$ cat src/handlebar_light_controller_top_macros.svh
// Assertion helpers for the handlebar light controller.
// Both macros sample on clk and are disabled while rst is high.
`ifndef HANDLEBAR_LIGHT_CONTROLLER_TOP_MACROS_SVH
`define HANDLEBAR_LIGHT_CONTROLLER_TOP_MACROS_SVH

`ifndef SYNTH

// Consequence must hold in the same cycle as the antecedent
`define HLC_ASSERT_SAME(lbl, ante, cons) \
  lbl: assert property (@(posedge clk) disable iff (rst) (ante) |-> (cons)) \
    else $error("hlc assertion failed");

// Consequence must hold in the cycle after the antecedent
`define HLC_ASSERT_NEXT(lbl, ante, cons) \
  lbl: assert property (@(posedge clk) disable iff (rst) (ante) |=> (cons)) \
    else $error("hlc assertion failed");

`else

`define HLC_ASSERT_SAME(lbl, ante, cons)
`define HLC_ASSERT_NEXT(lbl, ante, cons)

`endif

`endif

$ cat src/hlc_pkg.sv
`default_nettype none

package hlc_pkg;

  // Width of the debounce and kill hold-off timers
  localparam int TimerWidth = 16;
  localparam logic [TimerWidth-1:0] TimerMax = '1;

  // Configuration register indexes
  localparam logic [1:0] RegDebounce    = 2'd0;
  localparam logic [1:0] RegBlinkPeriod = 2'd1;
  localparam logic [1:0] RegKillHold    = 2'd2;

  // Register reset values
  localparam logic [15:0] DebounceReset    = 16'd50;
  localparam logic [15:0] BlinkPeriodReset = 16'd1000;
  localparam logic [15:0] KillHoldReset    = 16'd5000;

  // Gesture event codes
  localparam logic [3:0] EvNone       = 4'd0;
  localparam logic [3:0] EvLeftPush   = 4'd1;
  localparam logic [3:0] EvLeftHold   = 4'd2;
  localparam logic [3:0] EvRightPush  = 4'd3;
  localparam logic [3:0] EvRightHold  = 4'd4;
  localparam logic [3:0] EvBothPush   = 4'd5;
  localparam logic [3:0] EvBothHold   = 4'd6;
  localparam logic [3:0] EvPowerOn    = 4'd7;
  localparam logic [3:0] EvPowerOff   = 4'd8;

  typedef struct packed {
    logic [15:0] debounce_ms;
    logic [15:0] blink_period_ms;
    logic [15:0] kill_hold_ms;
  } cfg_t;

  typedef struct packed {
    logic       horn_switch;
    logic       brake_switch;
    logic       config_switch;
    logic       right_switch;
    logic       left_switch;
    logic [3:0] func;
  } in_item_t;

  typedef struct packed {
    logic [1:0] push_code;
    logic       horn_drive;
    logic       right_indicator;
    logic       left_indicator;
    logic       brake_lamp;
    logic       high_beam_lamp;
    logic       low_beam_lamp;
    logic       position_lamp;
    logic       engine_enable;
  } result_t;

endpackage

`default_nettype wire

$ cat src/handlebar_light_controller_top.sv
// Channel   Direction  Payload (from bit 0 up)
// s_axis    in         func[3:0], left, right, config, brake, horn switches
// m_axis    out        engine, position, low, high, brake, left ind, right ind,
//                      horn, push_code[1:0]
// cfg       in         cfg_we, cfg_index (0 debounce, 1 blink period, 2 kill hold)
//
// One item per clock sustained while m_axis_tready stays high; an accepted item
// passes the input register, then the event logic into the result register,
// and m_axis_tvalid rises once the result register is loaded.
// The input register refills while a result waits, so one stalled result
// still leaves room for one more item before s_axis_tready drops.
// rst is synchronous; it clears all flags, timers and valid bits and
// restores the register defaults (50, 1000, 5000).
`default_nettype none

`include "handlebar_light_controller_top_macros.svh"

module handlebar_light_controller_top (
  input  wire logic        clk,
  input  wire logic        rst,
  input  wire logic        s_axis_tvalid,
  output logic             s_axis_tready,
  input  wire logic [15:0] s_axis_tdata,  // func[3:0], left, right, config, brake, horn
  output logic             m_axis_tvalid,
  input  wire logic        m_axis_tready,
  output logic [15:0]      m_axis_tdata,  // engine, position, low, high, brake,
                                          // left ind, right ind, horn, push_code[1:0]
  input  wire logic        cfg_we,
  input  wire logic [1:0]  cfg_index,
  input  wire logic [15:0] cfg_data
);

  hlc_pkg::cfg_t     cfg;
  logic              in_valid;
  hlc_pkg::in_item_t in_item;
  logic              move;
  hlc_pkg::result_t  core_result;
  hlc_pkg::result_t  out_result;

  // Move an item forward when the result register is free or draining
  assign move          = in_valid && (!m_axis_tvalid || m_axis_tready);
  assign s_axis_tready = !in_valid || move;

  // Hold configuration registers
  always_ff @(posedge clk) begin
    if (rst) begin
      cfg.debounce_ms     <= hlc_pkg::DebounceReset;
      cfg.blink_period_ms <= hlc_pkg::BlinkPeriodReset;
      cfg.kill_hold_ms    <= hlc_pkg::KillHoldReset;
    end else if (cfg_we) begin
      unique case (cfg_index)
        hlc_pkg::RegDebounce:    cfg.debounce_ms     <= cfg_data;
        hlc_pkg::RegBlinkPeriod: cfg.blink_period_ms <= cfg_data;
        hlc_pkg::RegKillHold:    cfg.kill_hold_ms    <= cfg_data;
        default: ;
      endcase
    end
  end

  // Capture one input transaction
  always_ff @(posedge clk) begin
    if (rst) begin
      in_valid <= 1'b0;
    end else if (s_axis_tready) begin
      in_valid <= s_axis_tvalid;
    end
  end

  always_ff @(posedge clk) begin
    if (s_axis_tvalid && s_axis_tready) in_item <= hlc_pkg::in_item_t'(s_axis_tdata[8:0]);
  end

  hlc_core u_core (
    .clk    (clk),
    .rst    (rst),
    .step   (move),
    .item   (in_item),
    .cfg    (cfg),
    .result (core_result)
  );

  // Hold the result until the output transaction completes
  always_ff @(posedge clk) begin
    if (rst) begin
      m_axis_tvalid <= 1'b0;
    end else if (move) begin
      m_axis_tvalid <= 1'b1;
    end else if (m_axis_tready) begin
      m_axis_tvalid <= 1'b0;
    end
  end

  always_ff @(posedge clk) begin
    if (move) out_result <= core_result;
  end

  assign m_axis_tdata = {6'd0, out_result};

  `HLC_ASSERT_SAME(a_no_overrun, in_valid && m_axis_tvalid && !m_axis_tready, !s_axis_tready)
  `HLC_ASSERT_NEXT(a_move_fills_output, move, m_axis_tvalid)
  `HLC_ASSERT_SAME(a_one_indicator, m_axis_tvalid, !(m_axis_tdata[5] && m_axis_tdata[6]))
  `HLC_ASSERT_SAME(a_beam_exclusive, m_axis_tvalid, !(m_axis_tdata[2] && m_axis_tdata[3]))

endmodule

`default_nettype wire

$ cat src/hlc_core.sv
`default_nettype none

module hlc_core (
  input  wire logic             clk,
  input  wire logic             rst,
  input  wire logic             step,
  input  wire hlc_pkg::in_item_t item,
  input  wire hlc_pkg::cfg_t    cfg,
  output hlc_pkg::result_t      result
);

  logic                             system_on, system_on_next;
  logic                             main_on, main_on_next;
  logic                             high_on, high_on_next;
  logic                             position_on, position_on_next;
  logic                             left_turn, left_turn_next;
  logic                             right_turn, right_turn_next;
  logic [15:0]                      blink_phase, blink_phase_next;
  logic [hlc_pkg::TimerWidth-1:0]   kill_timer, kill_timer_next;
  logic [hlc_pkg::TimerWidth-1:0]   stable_count, stable_count_next;
  logic [1:0]                       accepted_push, accepted_push_next;
  logic [1:0]                       candidate_push, candidate_push_next;

  logic [16:0]                      phase_inc;
  logic [1:0]                       raw;
  logic [hlc_pkg::TimerWidth-1:0]   kill_load;
  logic [15:0]                      half_period;

  assign phase_inc   = {1'b0, blink_phase} + 17'd1;
  assign raw         = {item.right_switch, item.left_switch};
  assign half_period = cfg.blink_period_ms >> 1;
  assign kill_load   = (32'(cfg.kill_hold_ms) < 32'(hlc_pkg::TimerMax))
                     ? hlc_pkg::TimerWidth'(cfg.kill_hold_ms) : hlc_pkg::TimerMax;

  // Advance timers, debounce the push code, then apply the event
  always_comb begin
    stable_count_next   = (stable_count != hlc_pkg::TimerMax)
                        ? stable_count + hlc_pkg::TimerWidth'(1) : stable_count;
    kill_timer_next     = (kill_timer != '0)
                        ? kill_timer - hlc_pkg::TimerWidth'(1) : kill_timer;
    blink_phase_next    = (phase_inc >= {1'b0, cfg.blink_period_ms})
                        ? 16'd0 : phase_inc[15:0];
    candidate_push_next = candidate_push;
    accepted_push_next  = accepted_push;
    system_on_next      = system_on;
    main_on_next        = main_on;
    high_on_next        = high_on;
    position_on_next    = position_on;
    left_turn_next      = left_turn;
    right_turn_next     = right_turn;

    if (raw != accepted_push) begin
      if (candidate_push != raw) stable_count_next = '0;
      candidate_push_next = raw;
      if (32'(stable_count_next) > 32'(cfg.debounce_ms)) accepted_push_next = raw;
    end

    unique case (item.func)
      hlc_pkg::EvLeftPush: begin
        if (system_on && main_on) begin
          if (item.config_switch) begin
            if (left_turn) begin
              left_turn_next = 1'b0;
            end else if (!right_turn) begin
              left_turn_next   = 1'b1;
              blink_phase_next = 16'd0;
            end
          end else begin
            high_on_next = !high_on;
          end
        end
      end
      hlc_pkg::EvLeftHold: begin
        if (system_on) begin
          if (item.config_switch) begin
            if (main_on) high_on_next = !high_on;
          end else if (left_turn) begin
            left_turn_next = 1'b0;
          end else if (!right_turn) begin
            left_turn_next   = 1'b1;
            blink_phase_next = 16'd0;
          end
        end else begin
          position_on_next = !position_on;
        end
      end
      hlc_pkg::EvRightPush: begin
        if (system_on && main_on) begin
          if (item.config_switch) begin
            if (right_turn) begin
              right_turn_next = 1'b0;
            end else if (!left_turn) begin
              right_turn_next  = 1'b1;
              blink_phase_next = 16'd0;
            end
          end else begin
            // Main lights are on here, so the toggle switches them off
            main_on_next    = 1'b0;
            high_on_next    = 1'b0;
            left_turn_next  = 1'b0;
            right_turn_next = 1'b0;
          end
        end
      end
      hlc_pkg::EvRightHold: begin
        if (system_on) begin
          if (item.config_switch) begin
            if (!main_on) begin
              main_on_next = 1'b1;
            end else begin
              main_on_next    = 1'b0;
              high_on_next    = 1'b0;
              left_turn_next  = 1'b0;
              right_turn_next = 1'b0;
            end
          end else if (right_turn) begin
            right_turn_next = 1'b0;
          end else if (!left_turn) begin
            right_turn_next  = 1'b1;
            blink_phase_next = 16'd0;
          end
        end
      end
      hlc_pkg::EvBothHold: begin
        if (system_on) kill_timer_next = kill_load;
      end
      hlc_pkg::EvPowerOn: begin
        if (!system_on) begin
          system_on_next   = 1'b1;
          main_on_next     = 1'b1;
          high_on_next     = 1'b0;
          position_on_next = 1'b0;
          left_turn_next   = 1'b0;
          right_turn_next  = 1'b0;
        end
      end
      hlc_pkg::EvPowerOff: begin
        if (system_on) begin
          system_on_next   = 1'b0;
          main_on_next     = 1'b0;
          high_on_next     = 1'b0;
          position_on_next = 1'b0;
          left_turn_next   = 1'b0;
          right_turn_next  = 1'b0;
        end
      end
      default: begin
        // no event, both push and undefined codes change nothing
      end
    endcase
  end

  // Form the lamp and drive outputs from the updated state
  always_comb begin
    result.engine_enable   = system_on_next && (kill_timer_next == '0);
    result.position_lamp   = position_on_next || main_on_next;
    result.low_beam_lamp   = main_on_next && !high_on_next;
    result.high_beam_lamp  = main_on_next && high_on_next;
    result.brake_lamp      = item.brake_switch && system_on_next;
    result.left_indicator  = left_turn_next && (blink_phase_next < half_period);
    result.right_indicator = right_turn_next && (blink_phase_next < half_period);
    result.horn_drive      = item.horn_switch;
    result.push_code       = accepted_push_next;
  end

  // Commit state when an item moves to the result register
  always_ff @(posedge clk) begin
    if (rst) begin
      system_on      <= 1'b0;
      main_on        <= 1'b0;
      high_on        <= 1'b0;
      position_on    <= 1'b0;
      left_turn      <= 1'b0;
      right_turn     <= 1'b0;
      blink_phase    <= 16'd0;
      kill_timer     <= '0;
      stable_count   <= '0;
      accepted_push  <= 2'd0;
      candidate_push <= 2'd0;
    end else if (step) begin
      system_on      <= system_on_next;
      main_on        <= main_on_next;
      high_on        <= high_on_next;
      position_on    <= position_on_next;
      left_turn      <= left_turn_next;
      right_turn     <= right_turn_next;
      blink_phase    <= blink_phase_next;
      kill_timer     <= kill_timer_next;
      stable_count   <= stable_count_next;
      accepted_push  <= accepted_push_next;
      candidate_push <= candidate_push_next;
    end
  end

endmodule

`default_nettype wire
$ cat config.mk
export PLATFORM = sky130hd
export DESIGN_NAME = handlebar_light_controller_top
export DESIGN_NICKNAME = d
export VERILOG_FILES = /design/src/hlc_pkg.sv /design/src/handlebar_light_controller_top.sv /design/src/hlc_core.sv
export VERILOG_INCLUDE_DIRS = /design/src /design/src/src
export SDC_FILE = /design/constraint.sdc
export NUM_CORES = 1
export LEC_CHECK = 0
export BUFFER_PORTS_ARGS = -buffer_cell sky130_fd_sc_hd__buf_4
export CORE_AREA = 2 2 122 124
export DETAILED_ROUTE_END_ITERATION = 6
export DIE_AREA = 0 0 124 126
export GPL_TIMING_DRIVEN = 0
export PLACE_DENSITY = 0.75
export SLEW_MARGIN = 30
export SYNTH_ARGS = -nofsm -noshare
export SYNTH_HDL_FRONTEND = slang
export SYNTH_SLANG_ARGS = --single-unit
$ cat constraint.sdc
create_clock -name clk -period 4.5 [get_ports clk]
set_clock_uncertainty 0.15 [all_clocks]
set_input_delay 0.225 -clock clk [delete_from_list [all_inputs] [get_ports clk]]
set_output_delay 0.225 -clock clk [all_outputs]
set_load 0.05 [all_outputs]
-- Word-level counts from Yosys, hierarchy flattened
Index checks and enable logic that the tools add are counted.
- equality and inequality tests: 12
- reductions and logical operators: 25
- add/subtract/negate cells: 3
- magnitude comparators: 4
- muxes and demuxes: 76
- operators by type and width (kind ; count):
    16-bit 2-to-1 mux ; 21
    16-bit one-hot mux with 4 select lines ; 1
    1-bit 2-to-1 mux ; 46
    16-bit by 1-bit adder with 17-bit output, second input constant ; 1
    17-bit by 16-bit >= comparator with 1-bit output ; 1
    16-bit by 1-bit adder with 16-bit output, second input constant ; 1
    16-bit greater-than comparator ; 1
    16-bit logical NOT ; 1
    16-bit by 15-bit less-than comparator with 1-bit output ; 1
    16-bit less-than comparator, second input constant ; 1
    16-bit inequality test, second input constant ; 1
    16-bit nonzero test ; 1
    16-bit by 1-bit subtractor with 16-bit output, second input constant ; 1
    4-bit by 3-bit == test with 1-bit output, second input constant ; 3
    1-bit one-hot mux with 6 select lines ; 2
    1-bit logical AND ; 9
    4-bit by 2-bit == test with 1-bit output, second input constant ; 2
    1-bit one-hot mux with 4 select lines ; 2
    2-bit AND reduction ; 4
    1-bit logical NOT ; 5
    4-bit by 1-bit == test with 1-bit output, second input constant ; 1
    4-bit == test, second input constant ; 1
    2-bit 2-to-1 mux ; 2
    2-bit inequality test ; 2
    other kinds (7) ; 9
- bits in registers: 127
- output and inout bits: 18
- word-level logic and storage cells: 151
- input bits: 39

-- Longest topological paths before layout
Gate-level depths: netlist of run 1.
- depth after elaboration: 10
- depth in mapped cells: 22
- gate-level depth less buffers: 21

-- By module
From an unflattened synthesis of run 1, not the netlist that was laid out.
- cell total of the unflattened synthesis: 950
- area total of the unflattened synthesis: 8036.5 um^2
- by module, submodules not included (module ; area an instance (um^2) ; seq. area each (um^2) ; times used ; cells an instance):
    hlc_core ; 5365.1 ; 1161.1 ; 1 ; 725
    handlebar_light_controller_top ; 2671.3 ; 1571.5 ; 1 ; 225

-- Least setup slack after synthesis of run 1
OpenSTA, ideal clock, no wires.
- path kind: register to register
- start point: register u_core.blink_phase[0]
- end point: register out_result (netlist bit m_axis_tdata[6]), data pin
- library setup time: 0.261 ns
- period minus slack after synthesis: 4.368 ns
- buffers on the path: 1
- required time: 4.089 ns
- stages on the path, launching flop included: 21
- arrival time: 3.957 ns
- path slack: 0.132 ns
- cells stage by stage: dfxtp_1 > and4_1 > and4_1 > and2_1 > nand4_1 > xnor2_1 > ha_1 > o21ai_0 > o21ai_0 > o21ai_0 > a21boi_0 > a311o_1 > clkbuf_1 > nor2b_1 > ha_1 > nand4_1 > or4_1 > nor3b_1 > nor2_1 > o221ai_1 > nor2_1
- RTL lines (item ; RTL line ; source):
    start, declared ; hlc_core.sv:18 ; logic [15:0] blink_phase, blink_phase_next;
    start signal, assigned ; hlc_core.sv:187 ; blink_phase <= blink_phase_next;
    end signal, assigned ; handlebar_light_controller_top.sv:94 ; if (move) out_result <= core_result;
    end, declared ; handlebar_light_controller_top.sv:38 ; hlc_pkg::result_t out_result;

==> flow_summary.json, run 1 <==
{
  "initial_core_util_pct": 53.9,
  "numPortBuffers": 42,
  "peakVddDrop_uv": 358,
  "cts-root-buf": "sky130_fd_sc_hd__clkbuf_16",
  "setup.reg_to_reg.worst_slack_ns": -0.16,
  "h-tree-depth": 4,
  "worstSetupEndpointType": "register",
  "min_path_type": "input pin to register",
  "drc": 0,
  "num_antenna_cells": 0,
  "starting_drt_drc_count": 802,
  "final_cell_mix": "sky130_fd_sc_hd__nand2_1, sky130_fd_sc_hd__dfxtp_1, sky130_fd_sc_hd__a21oi_1, sky130_fd_sc_hd__nor2_1, sky130_fd_sc_hd__buf_4",
  "setup-tns-final_ns": -0.319,
  "routed_wl_mm": 22.5,
  "top_level_ports": 57,
  "synth_seq_cells": 127,
  "grtUsageTotal_pct": 29.3,
  "setup_slack_ns": -0.159,
  "period_minus_slack_ns": 4.66,
  "largest_net_degree_at_the_start_of_global_routing": 20,
  "detail_route.wl_per_cell_um": 17.6,
  "placeableCoreArea_sq_um": 14300,
  "cts_tree": "done",
  "path_class": "register to register",
  "crit_path_start_kind": "register",
  "synth_sequential_area_ratio_pct": 35.4,
  "final_antenna_net_count": 0,
  "area_growth_syn_to_layout_pct": 22.4,
  "die_h_um": 126,
  "fin_hold_ws_ns": 0.0451,
  "cts.clk_slew.worst_paths_ns": 0.06,
  "vias": 7644,
  "timing_worst_slew_pin_value_ns": 0.717,
  "violations": "negative setup slack",
  "cp-endpoint": "m_axis_tdata[6]",
  "rsz0062_at_grt": "yes",
  "powerDensity_nw_per_um2": 481,
  "drt_pre_antenna_iters": 5,
  "fp.dieArea_sq_um": 15600,
  "relSlewSlack_pct": 52.2,
  "globalRouteOverflowTotal": 0,
  "insertion_delay_ns": 0.43,
  "cts_buffers": 17,
  "reg2reg_from": "u_core.blink_phase[4]",
  "cp-startpoint": "u_core.blink_phase[4]",
  "timing.final.hold_violations": 0,
  "number_of_warning_messages_in_the_yosys_log": 0,
  "fillCellCount": 1235,
  "num-nets-final": 1176,
  "timing.critical_path.arrival_ns": 4.69,
  "reg2regPathDepth": 19,
  "number_of_global_route_vias_before_repair": 7078,
  "die_x_um": 124,
  "post_synth.cell_area_avg_sq_um": 7.97,
  "min_period_over_period_pct": 104,
  "ys_async_sr_fraction_pct": 0,
  "report.final.slew_viol_count": 0,
  "cts_num_sinks": 127,
  "timing.critical_path.required_ns": 4.53,
  "max_freq_mhz": 215,
  "clockBufferDepth": 2,
  "ys_types": 76,
  "drive_gt1_share_pct": 14.3,
  "leakage_nw": 3.80,
  "floorplan.rows": 44,
  "finalSetupViolCount": 2,
  "max_cap_viol_count": 0,
  "status": "finished with violations",
  "synth_top_flop_cell": "sky130_fd_sc_hd__dfxtp_1",
  "hpwl_after_dpl_mm": 15.3,
  "grt_pass1_wl_mm": 35.8,
  "mappedNetlistArea_sq_um": 7720,
  "grt_antenna_before_repair": 0,
  "most_frequent_standard_cell_in_the_layout_excluding_fill_and_tap_cells": "sky130_fd_sc_hd__nand2_1",
  "reg2reg_to": "m_axis_tdata[6]",
  "via_per_inst": 5.98,
  "synthCells": 968,
  "cp_max_fo": 8,
  "gp_weighted_congestion": 0.962,
  "synth-edff-count": 19
}
==> sequential cells by signal, summed over array words and instances, names as in the netlist <==
name / flops
cfg: 48
u_core.blink_phase: 16
u_core.kill_timer: 16
u_core.stable_count: 16
m_axis_tdata: 10
in_item: 9
u_core.accepted_push: 2
u_core.candidate_push: 2
in_valid: 1
m_axis_tvalid: 1
u_core.high_on: 1
u_core.left_turn: 1
u_core.main_on: 1
u_core.position_on: 1
u_core.right_turn: 1
u_core.system_on: 1
==> layout make-up <==
cell class	count	area, sq um	share of cell area [%]
well taps	184	230	2.44
clock buffers	19	433	4.58
repair buffers	92	768	8.13
flip-flops and latches	127	2740	29.0
clock inverters	13	141	1.50
multi-input cells	740	4690	49.7
inverters	47	176	1.87
plain buffers	57	260	2.75
==> synthesized netlist by cell type (7+ instances only) <==
library cell	number	share of area, %
sky130_fd_sc_hd__a22o_1	11	1.2
sky130_fd_sc_hd__a21oi_1	94	6.1
sky130_fd_sc_hd__nor3_1	21	1.4
sky130_fd_sc_hd__nand3_1	25	1.6
sky130_fd_sc_hd__xor2_1	11	1.2
sky130_fd_sc_hd__o21a_1	8	0.78
sky130_fd_sc_hd__nand2_1	173	8.4
sky130_fd_sc_hd__o21ai_0	37	2.4
sky130_fd_sc_hd__dfxtp_1	108	28
sky130_fd_sc_hd__inv_1	45	2.2
sky130_fd_sc_hd__nand4_1	21	1.7
sky130_fd_sc_hd__a211oi_1	9	0.88
sky130_fd_sc_hd__nor2_1	71	3.5
sky130_fd_sc_hd__xnor2_1	23	2.6
sky130_fd_sc_hd__ha_1	55	8.9
sky130_fd_sc_hd__nor2b_1	21	1.7
sky130_fd_sc_hd__and4_1	7	0.79
sky130_fd_sc_hd__and2_1	9	0.73
sky130_fd_sc_hd__o22ai_1	7	0.57
sky130_fd_sc_hd__clkbuf_1	46	2.2
sky130_fd_sc_hd__o211ai_1	12	1.2
sky130_fd_sc_hd__edfxtp_1	19	7.4
==> critical path: stages (launching register included) <==
cell	delay, ns
sky130_fd_sc_hd__dfxtp_1	0.50
sky130_fd_sc_hd__and4_1	0.29
sky130_fd_sc_hd__nand2_1	0.14
sky130_fd_sc_hd__nor2_1	0.25
sky130_fd_sc_hd__xor2_2	0.24
sky130_fd_sc_hd__ha_1	0.31
sky130_fd_sc_hd__o21a_1	0.13
sky130_fd_sc_hd__o21ai_1	0.12
sky130_fd_sc_hd__a21boi_1	0.09
sky130_fd_sc_hd__a311o_1	0.41
sky130_fd_sc_hd__clkbuf_8	0.19
sky130_fd_sc_hd__nor2b_1	0.13
sky130_fd_sc_hd__ha_1	0.16
sky130_fd_sc_hd__nand4_1	0.13
sky130_fd_sc_hd__or4_4	0.51
sky130_fd_sc_hd__nor3b_2	0.19
sky130_fd_sc_hd__nor2_1	0.09
sky130_fd_sc_hd__o221ai_2	0.20
sky130_fd_sc_hd__buf_6	0.15
sky130_fd_sc_hd__nor2_2	0.03
==> power by group <==
group,leakage (nW),switching (mW),internal [mW]
sequential,1.07,0.124,1.25
clock,0.269,0.536,0.815
combinational,2.46,1.04,0.785
==> through the flow <==
step | utilization [%] | total power [mW] | cell area, sq um | cells | setup slack (ns)
floorplan | - | 2.75 | 7730 | 973 | 0.132
global placement | 57.8 | 3.12 | 8280 | 1199 | -0.783
detailed placement | 57.9 | 3.13 | 8280 | 1199 | -0.867
CTS | 65.1 | 4.50 | 9320 | 1271 | -0.0689
global route | 66.0 | 4.81 | 9450 | 1279 | -0.362
finish | 66.0 | 4.55 | 9450 | 1279 | -0.159
==> cell families after synthesis <==
logic type / after synthesis / synth area share, %
multiplexers: 8 / 1.09
buffers and inverters: 106 / 5.53
AND/OR/NAND/NOR: 399 / 25.3
AO/OA/AOI/OAI: 238 / 19.9
adder cells (fa/ha/maj): 55 / 8.92
flip-flops: 127 / 35.4
other: 1 / 0.0486
XOR/XNOR: 34 / 3.86
==> what timing repair did <==
item                                   in CTS  in global routing
endpoints found under the hold margin      59                  0
resized for setup                          29                 16
pin swaps                                  13                 22
cloned                                      1                  0
setup endpoints to repair                   2                  6
hold buffers                               27                  0
buffers inserted                           13                  9
==> metal layers <==
layer | part of all wire, % | wire, um | vias to the layer above | GRT usage, %
met4 | 1.9 | 422 | 0 | 8.46
li1 | - | - | 3695 | -
met5 | 0 | 0 | - | 0
met3 | 7.1 | 1600 | 43 | 6.20
met2 | 47 | 10500 | 303 | 46.8
met1 | 44 | 9910 | 3603 | 40.0
==> how the worst min path moves through the flow <==
stage	start	end	slack [ns]	depth (start not counted)
after floorplan	s_axis_tdata[0]	in_item[0]	0.17	0
after global placement	in_item[8]	m_axis_tdata[7]	0.25	0
after detailed placement	s_axis_tdata[6]	in_item[6]	0.25	1
after CTS	cfg_index[0]	cfg[35]	0.09	4
after global routing	cfg_index[0]	cfg[35]	0.08	4
final	cfg_index[1]	cfg[34]	0.05	4
(Power assumes the default switching activity.)
==> run 2, diff against run 1 <==
--- a/config.mk
+++ b/config.mk
@@ -7,12 +7,13 @@
 export NUM_CORES = 1
 export LEC_CHECK = 0
 export BUFFER_PORTS_ARGS = -buffer_cell sky130_fd_sc_hd__buf_4
-export CORE_AREA = 2 2 122 124
+export CORE_AREA = 2 2 124 126
 export DETAILED_ROUTE_END_ITERATION = 6
-export DIE_AREA = 0 0 124 126
+export DIE_AREA = 0 0 126 128
 export GPL_TIMING_DRIVEN = 0
 export PLACE_DENSITY = 0.75
 export SLEW_MARGIN = 30
 export SYNTH_ARGS = -nofsm -noshare
 export SYNTH_HDL_FRONTEND = slang
+export SYNTH_HIERARCHICAL = 1
 export SYNTH_SLANG_ARGS = --single-unit
==> run 2 against run 1 <==
Effect of this change: the run still ends with negative setup slack left; cell count down 1.3%; sequential share of layout area decreased by 1.7 points; core utilization rose by 1.7 points; worst setup slack worse by 0.037 ns; routed wire length is 2.8% higher; critical path depth up 3; combinational power grew 21%; count of clock-buffer cells in the layout up 3; sequential cell count unchanged; global-route usage down 2.8 points; total power is 11% higher; die area grew 3.2%; critical endpoint unchanged.
==> flow_summary.json, run 2 <==
{
  "status": "finished with violations",
  "violations": "negative setup slack",
  "most_frequent_standard_cell_in_the_layout_excluding_fill_and_tap_cells": "sky130_fd_sc_hd__dfxtp_1",
  "largest_net_degree_at_the_start_of_global_routing": 17,
  "setup_slack_ns": -0.196,
  "drc": 0,
  "num-nets-final": 1156,
  "path_class": "register to register",
  "post_synth.cell_area_avg_sq_um": 8.46,
  "insertion_delay_ns": 0.42,
  "mappedNetlistArea_sq_um": 8040,
  "ys_types": 71,
  "routed_wl_mm": 23.1,
  "gp_weighted_congestion": 0.951,
  "cts_tree": "done",
  "die_h_um": 128,
  "die_x_um": 126,
  "peak_usage_layer_in_the_global_routing_report": "met2",
  "number_of_global_route_vias_before_repair": 6879,
  "synthCells": 950,
  "synth-edff-count": 19,
  "drive_gt1_share_pct": 18.5,
  "min_period_over_period_pct": 104,
  "largest_register_ffs": 48,
  "report.final.slew_viol_count": 0,
  "peakVddDrop_uv": 993,
  "netlist_top_cells_area": "sky130_fd_sc_hd__dfxtp_1, sky130_fd_sc_hd__ha_1, sky130_fd_sc_hd__mux2i_1",
  "finalSetupViolCount": 2,
  "detail_route.wl_per_cell_um": 18.3,
  "floorplan.rows": 45,
  "clockBufferDepth": 2,
  "synth_sequential_area_ratio_pct": 34.0,
  "post-synth-top-area-cell": "sky130_fd_sc_hd__dfxtp_1",
  "p_sw_share_pct": 38.0,
  "cp_max_fo": 6,
  "placeableCoreArea_sq_um": 14900,
  "timing.critical_path.required_ns": 4.50,
  "timing_worst_slew_pin_value_ns": 0.846,
  "cts_buffers": 17,
  "period_minus_slack_ns": 4.70,
  "min_path_type": "input pin to register",
  "leakage_nw": 4.24,
  "drt_pre_antenna_iters": 5,
  "sequential_area_sq_um": 2760,
  "final_antenna_net_count": 0,
  "worstSetupEndpointType": "register",
  "seq_power_share_pct": 27.4,
  "p_comb_share_pct": 43.9,
  "power.total_mw": 5.06,
  "cts-root-buf": "sky130_fd_sc_hd__clkbuf_16",
  "met2_usage_pct": 41.9,
  "synth_top_flop_cell": "sky130_fd_sc_hd__dfxtp_1",
  "cts_num_sinks": 127,
  "gr-usage-met1_pct": 35.1,
  "timing.hold.worst.start": "cfg_data[13]",
  "fin_hold_ws_ns": 0.0311,
  "initial_core_util_pct": 54.1,
  "via_per_inst": 5.99,
  "largest_register": "cfg",
  "max_freq_mhz": 213,
  "multi_input_area_sq_um": 5210,
  "relSlewSlack_pct": 43.6,
  "globalRouteOverflowTotal": 0,
  "max_cap_viol_count": 0,
  "top_cells_by_instance_count_after_synthesis": "sky130_fd_sc_hd__dfxtp_1, sky130_fd_sc_hd__nor2_1, sky130_fd_sc_hd__mux2i_1",
  "rsz0062_at_grt": "yes",
  "starting_drt_drc_count": 809,
  "top_level_ports": 57,
  "num_antenna_cells": 0,
  "fp.dieArea_sq_um": 16100,
  "numPortBuffers": 43,
  "hpwl_after_dpl_mm": 15.1,
  "synth.most_common_cell": "sky130_fd_sc_hd__dfxtp_1",
  "synth_seq_cells": 127,
  "reg2reg_from": "u_core/blink_phase[3]",
  "area_growth_syn_to_layout_pct": 25.2,
  "timing.critical_path.arrival_ns": 4.69,
  "post-route-cell-area_sq_um": 10100,
  "number_of_warning_messages_in_the_yosys_log": 6,
  "grt_pass1_wl_mm": 34.4,
  "crit_path_start_kind": "register",
  "fillCellCount": 1148,
  "cp-startpoint": "u_core/blink_phase[3]",
  "clockPowerShare_pct": 28.7,
  "placed_cell_area_sq_um": 8620,
  "h-tree-depth": 4,
  "switching_power_mw": 1.92,
  "grt_antenna_before_repair": 0,
  "grtUsageTotal_pct": 26.6,
  "grt_use_met3_pct": 5.55,
  "powerDensity_nw_per_um2": 503,
  "vias": 7565,
  "final_cell_mix": "sky130_fd_sc_hd__dfxtp_1, sky130_fd_sc_hd__nor2_1, sky130_fd_sc_hd__buf_4, sky130_fd_sc_hd__mux2i_1, sky130_fd_sc_hd__nand2b_1",
  "ys_async_sr_fraction_pct": 0,
  "timing.final.hold_violations": 0,
  "yosys.area.top_type_share_pct": 26.9,
  "internal_power_mw": 3.13,
  "cts.clk_slew.worst_paths_ns": 0.06
}
-- run 2: cell count changes after synthesis, sizes merged, moves of 36 or more --
cell,change
nand2b,+56
nand2,-112
mux2i,+60
nor2,+36
a21oi,-53
-- run 2: area by class of cell --
type	instances	area share [%]
plain buffers	54	2.80
clock buffers	22	4.51
clock inverters	10	1.62
inverters	60	2.24
multi-input cells	713	51.8
flip-flops and latches	127	27.4
well taps	188	2.34
repair buffers	89	7.29
-- run 2: power by group through the flow --
stage / sequential (mW) / clock [mW] / combinational, mW
floorplan: 1.38 / 0 / 1.64
global placement: 1.40 / 0 / 2.06
detailed placement: 1.40 / 0 / 2.08
CTS: 1.38 / 1.46 / 2.13
global route: 1.40 / 1.51 / 2.39
finish: 1.38 / 1.45 / 2.22
-- run 2: cells by family (layout without fill, tap and decap cells) --
family | after synthesis | count (layout) | share of synthesized area, %
AOI/OAI and AO/OA | 177 | 177 | 14.2
xor gates and xnor gates | 35 | 35 | 3.81
adders and majority gates | 55 | 55 | 8.56
buffers and inverters | 115 | 235 | 6.21
DFF | 127 | 127 | 34.0
muxes | 68 | 68 | 8.52
other | 1 | 6 | 0.0467
and+or+nand+nor | 372 | 372 | 24.6
-- run 2: timing repair --
action,in CTS,in global routing
hold endpoints to repair,35,0
buffers inserted,6,19
pin swaps,6,25
gates resized for setup,36,61
endpoints found under the setup margin,2,4
hold buffers,21,0
-- run 2: stage by stage --
| stage | instances | utilization [%] | setup slack [ns] | TNS, ns |
|---|---|---|---|---|
| after floorplan | 955 | - | 0.00235 | 0 |
| after global placement | 1186 | 58.0 | -1.03 | -1.85 |
| after detailed placement | 1186 | 58.0 | -1.07 | -1.99 |
| after CTS | 1244 | 64.7 | 0.0159 | 0 |
| after global routing | 1263 | 67.7 | -0.327 | -0.629 |
| final | 1263 | 67.7 | -0.196 | -0.354 |
-- run 2: final timing paths --
path	to	slack, ns	cells after the start
max	m_axis_tdata[6]	-0.20	22
min	cfg[13]	0.03	3
min reg2reg	m_axis_tvalid	0.31	2
max reg2reg	m_axis_tdata[6]	-0.20	22
-- run 2: critical path: stages (launching register included) --
cell	delay, ns
sky130_fd_sc_hd__dfxtp_4	0.36
sky130_fd_sc_hd__and4_4	0.23
sky130_fd_sc_hd__nand4_1	0.17
sky130_fd_sc_hd__inv_2	0.14
sky130_fd_sc_hd__nand3_2	0.12
sky130_fd_sc_hd__xor2_2	0.22
sky130_fd_sc_hd__inv_2	0.07
sky130_fd_sc_hd__ha_4	0.22
sky130_fd_sc_hd__a21o_1	0.15
sky130_fd_sc_hd__a21o_1	0.18
sky130_fd_sc_hd__a21oi_2	0.17
sky130_fd_sc_hd__nor2_2	0.07
sky130_fd_sc_hd__nor4_4	0.32
sky130_fd_sc_hd__nand2_2	0.12
sky130_fd_sc_hd__buf_8	0.16
sky130_fd_sc_hd__buf_12	0.13
sky130_fd_sc_hd__nor2_2	0.12
sky130_fd_sc_hd__ha_1	0.17
sky130_fd_sc_hd__nand4_1	0.15
sky130_fd_sc_hd__or4_4	0.53
sky130_fd_sc_hd__o21ai_2	0.14
sky130_fd_sc_hd__a41oi_2	0.08
sky130_fd_sc_hd__nor3b_4	0.21
-- run 2: metal layers --
| layer | vias to the layer above | share of wire, % |
|---|---|---|
| met5 | - | 0 |
| met4 | 0 | 4.5 |
| met3 | 84 | 6.7 |
| met2 | 346 | 46 |
| met1 | 3555 | 43 |
| li1 | 3580 | - |
